<file path="src/sv/cpec_pkg.sv">
`timescale 1ns / 1ps

package cpec_pkg;

  // Datapath widths shared by the CORDIC units and the top level.
  localparam int CW = 34;
  localparam int AW = 32;
  localparam int MAX_STEPS = 24;

  localparam logic [AW-1:0] QUARTER_TURN = 32'h4000_0000;
  localparam logic [AW-1:0] HALF_TURN = 32'h8000_0000;
  localparam logic signed [30:0] GAIN_Q30 = 31'sd652032874;

  // Divider geometry: quotients are known to stay below 2^QUO_W.
  localparam int DEN_W = 17;
  localparam int QUO_W = 21;
  localparam int NUM_W = DEN_W + QUO_W;
  localparam int DIV_LAT = QUO_W + 2;

  // Arctangent of 2^-i as a binary angle, 2^32 per turn.
  function automatic logic [AW-1:0] atan_of(input int i);
    logic [AW-1:0] r;
    unique case (i)
      0:  r = 32'h20000000;
      1:  r = 32'h12E4051E;
      2:  r = 32'h09FB385B;
      3:  r = 32'h051111D4;
      4:  r = 32'h028B0D43;
      5:  r = 32'h0145D7E1;
      6:  r = 32'h00A2F61E;
      7:  r = 32'h00517C55;
      8:  r = 32'h0028BE53;
      9:  r = 32'h00145F2F;
      10: r = 32'h000A2F98;
      11: r = 32'h000517CC;
      12: r = 32'h00028BE6;
      13: r = 32'h000145F3;
      14: r = 32'h0000A2FA;
      15: r = 32'h0000517D;
      16: r = 32'h000028BE;
      17: r = 32'h0000145F;
      18: r = 32'h00000A30;
      19: r = 32'h00000518;
      20: r = 32'h0000028C;
      21: r = 32'h00000146;
      22: r = 32'h000000A3;
      23: r = 32'h00000051;
      default: r = '0;
    endcase
    return r;
  endfunction

  // One request as it travels down the pipeline.
  typedef struct packed {
    logic signed [23:0] ax;
    logic signed [23:0] ay;
    logic [15:0] spa;
    logic [15:0] ha;
    logic [15:0] ma;
    logic signed [23:0] bx;
    logic signed [23:0] by;
    logic [15:0] spb;
    logic [15:0] hb;
    logic [15:0] mb;
    logic [23:0] cd;
    logic [16:0] rest;
  } item_t;

  typedef struct packed {
    logic signed [31:0] sa;
    logic signed [31:0] ca;
    logic signed [31:0] sb;
    logic signed [31:0] cb;
  } trig_t;

  typedef struct packed {
    logic signed [31:0] sn;
    logic signed [31:0] cn;
  } ntrig_t;

  typedef struct packed {
    logic signed [QUO_W:0] qa1;
    logic signed [QUO_W:0] qa2;
    logic signed [QUO_W:0] qb1;
    logic signed [QUO_W:0] qb2;
  } quo_t;

  typedef struct packed {
    logic signed [23:0] xa1;
    logic signed [23:0] xa2;
    logic signed [23:0] ya1;
    logic signed [23:0] ya2;
    logic signed [23:0] xb1;
    logic signed [23:0] xb2;
    logic signed [23:0] yb1;
    logic signed [23:0] yb2;
  } prod_t;

  typedef struct packed {
    logic signed [29:0] ox;
    logic signed [29:0] oy;
  } ofs_t;

endpackage

</file>
<file path="src/sv/cpec_div.sv">
`timescale 1ns / 1ps

module cpec_div (
  input  logic clk,
  input  logic signed [cpec_pkg::NUM_W-1:0] num,
  input  logic [cpec_pkg::DEN_W-1:0] den,
  output logic signed [cpec_pkg::QUO_W:0] quo
);

  localparam int NUM_W = cpec_pkg::NUM_W;
  localparam int DEN_W = cpec_pkg::DEN_W;
  localparam int QUO_W = cpec_pkg::QUO_W;

  logic [DEN_W-1:0] rem [QUO_W+1];
  logic [QUO_W-1:0] nq [QUO_W+1];
  logic [DEN_W-1:0] dv [QUO_W+1];
  logic ng [QUO_W+1];
  logic [NUM_W-1:0] mag;

  // Work on the magnitude; the top bits already stand below the divisor.
  assign mag = num[NUM_W-1] ? NUM_W'(-num) : NUM_W'(num);

  always_ff @(posedge clk) begin
    ng[0] <= num[NUM_W-1];
    dv[0] <= den;
    rem[0] <= {1'b0, mag[NUM_W-2:QUO_W]};
    nq[0] <= mag[QUO_W-1:0];
  end

  // Restoring division, one quotient bit per stage.
  for (genvar i = 0; i < QUO_W; i++) begin : g_it
    logic [DEN_W:0] trial;
    logic ge;
    assign trial = {rem[i], nq[i][QUO_W-1]};
    assign ge = trial >= {1'b0, dv[i]};
    always_ff @(posedge clk) begin
      ng[i+1] <= ng[i];
      dv[i+1] <= dv[i];
      rem[i+1] <= ge ? DEN_W'(trial - {1'b0, dv[i]}) : trial[DEN_W-1:0];
      nq[i+1] <= {nq[i][QUO_W-2:0], ge};
    end
  end

  // Restore the sign, truncating toward zero.
  always_ff @(posedge clk) begin
    quo <= ng[QUO_W] ? -$signed({1'b0, nq[QUO_W]}) : $signed({1'b0, nq[QUO_W]});
  end

endmodule

</file>
<file path="config.mk">
export PLATFORM = sky130hd
export DESIGN_NAME = cpec_div
export DESIGN_NICKNAME = d
export VERILOG_FILES = /design/src/sv/cpec_pkg.sv /design/src/sv/cpec_div.sv
export SDC_FILE = /design/constraint.sdc
export NUM_CORES = 2
export LEC_CHECK = 0
export BUFFER_PORTS_ARGS = -buffer_cell sky130_fd_sc_hd__buf_2
export CAP_MARGIN = 20
export CORE_ASPECT_RATIO = 1.5
export CORE_MARGIN = 8
export CORE_UTILIZATION = 40
export CTS_CLUSTER_DIAMETER = 100
export DETAILED_ROUTE_END_ITERATION = 10
export GPL_ROUTABILITY_DRIVEN = 0
export SLEW_MARGIN = 10
export SYNTH_ARGS = -nofsm -noshare
export SYNTH_HDL_FRONTEND = slang
export SYNTH_SLANG_ARGS = --single-unit
export TNS_END_PERCENT = 5
</file>
<file path="constraint.sdc">
create_clock -name clk -period 3.25 [get_ports clk]
set_input_delay 0.65 -clock clk [delete_from_list [all_inputs] [get_ports clk]]
set_output_delay 0.65 -clock clk [all_outputs]
set_load 0.01 [all_outputs]
</file>
==> qor.yml <==
power_and_ir_drop:
  power_mw: 60.9
  leakagePower_nw: 24.1
  cellPowerDensity_nw_per_um2: 1130
  ir_worst_vdd_v: 0.000618
synth:
  synth_cell_types: 88
  synthArstFlopShare: 0
  synth_top_area_frac: 0.525
  synth_fp_nets: 4824
  syn_avg_cell_area_sq_um: 10.6
  synth_area_sq_um: 46500
  synth_ff_type: "dfxtp_1"
  synth_seq_cells: 1219
  synth_top_area_cell: "dfxtp_1"
  yosysWarnings: 0
  synth_edf_count: 0
  syn_inst: 4389
  ys_seq_area_frac: 0.525
  synthTopCellsByArea: "dfxtp_1, ha_1, mux2_2"
detailed_routing:
  wire_per_inst_microns: 15.6
  via_per_inst: 4.86
  drt_wl_total_mm: 97.6
  ant_nets: 0
  drt-pass1-iter-count: 5
  drc: 0
  vias: 30521
  drt_iter0_drc: 916
grt:
  antenna_found_initial: 0
  grtUsageTotal: 0.150
  grt_use_met2: 0.329
  grt_use_met3: 0.0200
  grt_pass1_vias: 31923
  grt_first_pass_wirelength_mm: 154
  met1_usage: 0.115
  grt_max_degree: 39
  grt_most_used_layer: "met2"
  gr-total-overflow: 0
setup_path:
  crit_fanout: 3
  start_kind: "flip-flop"
  reg2reg_slack_ps: 60
  r2r_start: "nq[1][104]"
  reg2reg_depth: 12
  reg2reg_to: "rem[1][101]"
  cp_data_arrival_time_ps: 3760
  crit_type: "flip-flop to flip-flop"
  required_ps: 3810
  critPathMostFrequentCell: "inv_1"
  path_cells: "inv_1 -> ha_1 -> inv_1 -> fa_1 -> a211oi_2 -> o211ai_1 -> a41oi_2 -> nor2_1 -> or4b_1 -> a31oi_1 -> o21ai_0 -> a221o_1"
  critPathMaxStageDelay_ps: 490
  slowest_stage: "or4b_1"
  crit_path_end_kind: "flip-flop"
cts:
  clkLatencyLatePin_ps: 720
  cts_buffers: 114
  cts_tree: "done"
  clkTransAtPathRegs_ps: 60
  cts-htree-levels: 3
  cts.path.max_buffers: 3
  clock-sinks: 1219
  cts_root_buf: "clkbuf_16"
placement:
  dp_cells: 6036
  dp_hpwl_mm: 76.0
  detailedPlace.worstSlack_ps: -121
  io_buffers: 77
  place_area_sq_um: 49400
timing:
  finalSetupViolCount: 0
  fin_ws_ps: 55.9
  fin_setup_tns_ps: 0
  fin_crit_sh: 0.983
  tightestPinTransition_ps: 750
  drv_slew: 0
  max_freq_mhz: 313
  skew_ps: 47.6
  grt_setup_unrepaired: "true"
  period_needed_ps: 3190
  hold_slack_ps: 68.1
  finalHoldViolCount: 0
  relSlewSlack: 0.496
layout:
  drive_gt1_frac: 0.134
  area_growth_pct: 15.8
  nFillCells: 10743
  final_core_util: 0.466
  final_net_count: 5061
  fin_area_sq_um: 53900
  finalNonFillerCells: 6274
  num_antenna_cells: 0
die:
  num_rows: 153
  ioPinCount: 78
  start_util: 0.402
  dieArea_sq_um: 128000
  die_y_microns: 434
  coreArea_sq_um: 116000
  chipWidth_microns: 294
worst_hold_path:
  worstHoldStart: "num[0]"
  hold_path.class: "primary input to flip-flop"
  hold_depth: 1
  min_to: "nq[0][0]"
job:
  drv_cap: 0
run_status:
  status: "complete, no violations"
[sequential cells by signal, summed over array words and instances (netlist names)]
| name | count |
|---|---|
| nq | 462 |
| rem | 356 |
| ng | 22 |
| quo | 22 |
| dv | 357 |
[synthesized netlist by cell type, types with 30 or more instances]
cell type and instances:
a21o_1 108, a21oi_1 277, clkbuf_1 35, dfxtp_1 1219
ha_1 359, inv_1 474, mux2_2 177, nand2_1 234
nand2b_1 32, nand3_1 45, nand4_1 49, nor2_1 199
nor2b_1 30, nor3_1 64, o21a_1 45, o21ai_0 242
o21bai_1 53, xnor2_1 217, xor2_1 101
[power by group]
group	switching, mW	internal (mW)
clock network	5.74	8.43
registers	2.14	19.4
logic	12.9	12.3
total	20.8	40.2
[cell families after synthesis]
| logic type | synth area share |
|---|---|
| flip-flops | 0.525 |
| AO/OA/AOI/OAI | 0.134 |
| AND/OR/NAND/NOR | 0.0786 |
| buffers and inverters | 0.0442 |
| adder cells (fa/ha/maj) | 0.105 |
| XOR/XNOR | 0.0599 |
| multiplexers | 0.0534 |
[layout make-up]
class / instances / area, sq um / share of cell area
Inverter: 474 / 1780 / 0.0330
Sequential cell: 1219 / 24400 / 0.453
Clock inverter: 62 / 885 / 0.0164
Multi-Input combinational cell: 2640 / 20200 / 0.375
Tap cell: 1550 / 1940 / 0.0360
Timing Repair Buffer: 177 / 1430 / 0.0265
Clock buffer: 152 / 3220 / 0.0597
[layer usage]
| layer | vias to the layer above | share of wire |
|---|---|---|
| met3 | 302 | 0.026 |
| met5 | - | 0 |
| met1 | 14205 | 0.31 |
| met2 | 485 | 0.60 |
| met4 | 0 | 0.063 |
| li1 | 15529 | - |
[how the worst max path moves through the flow]
stage	start	endpoint	slack (ps)	depth (start not counted)
detailed placement	nq[1][104]	rem[1][101]	-120	12
global placement	nq[1][104]	rem[1][101]	-150	12
floorplan	nq[0][41]	rem[0][42]	250	13
finish	nq[1][104]	rem[1][101]	60	12
CTS	nq[1][83]	rem[1][81]	20	12
global route	nq[1][104]	rem[1][101]	-100	12
[what timing repair did]
item / CTS / global route
hold endpoints to repair: 16 / 0
resized for setup: 4 / 30
endpoints found under the setup margin: 22 / 115
pin swaps: 3 / 13
hold buffers: 16 / 0
buffers inserted: 2 / 4
gates cloned: 0 / 2
[cell usage in the layout, fill, tap and decap left out, drive strengths merged, types with 108 or more instances in the layout]
cell type,netlist,final
a21o,108,108
a21oi,280,280
buf,21,159
clkbuf,35,154
dfxtp,1219,1219
ha,359,359
inv,474,478
mux2,202,202
nand2,234,234
nor2,201,201
o21ai,253,253
xnor2,217,217
[worst max-delay path: cells and delay by family (launching register included)]
kind                     cells  cell delay (ps)
flip-flops                   1              300
adder cells (fa/ha/maj)      2              610
buffers and inverters        2              130
AND/OR/NAND/NOR              2              580
AO/OA/AOI/OAI                6             1420
No activity file was read; power rests on OpenSTA's default activity.
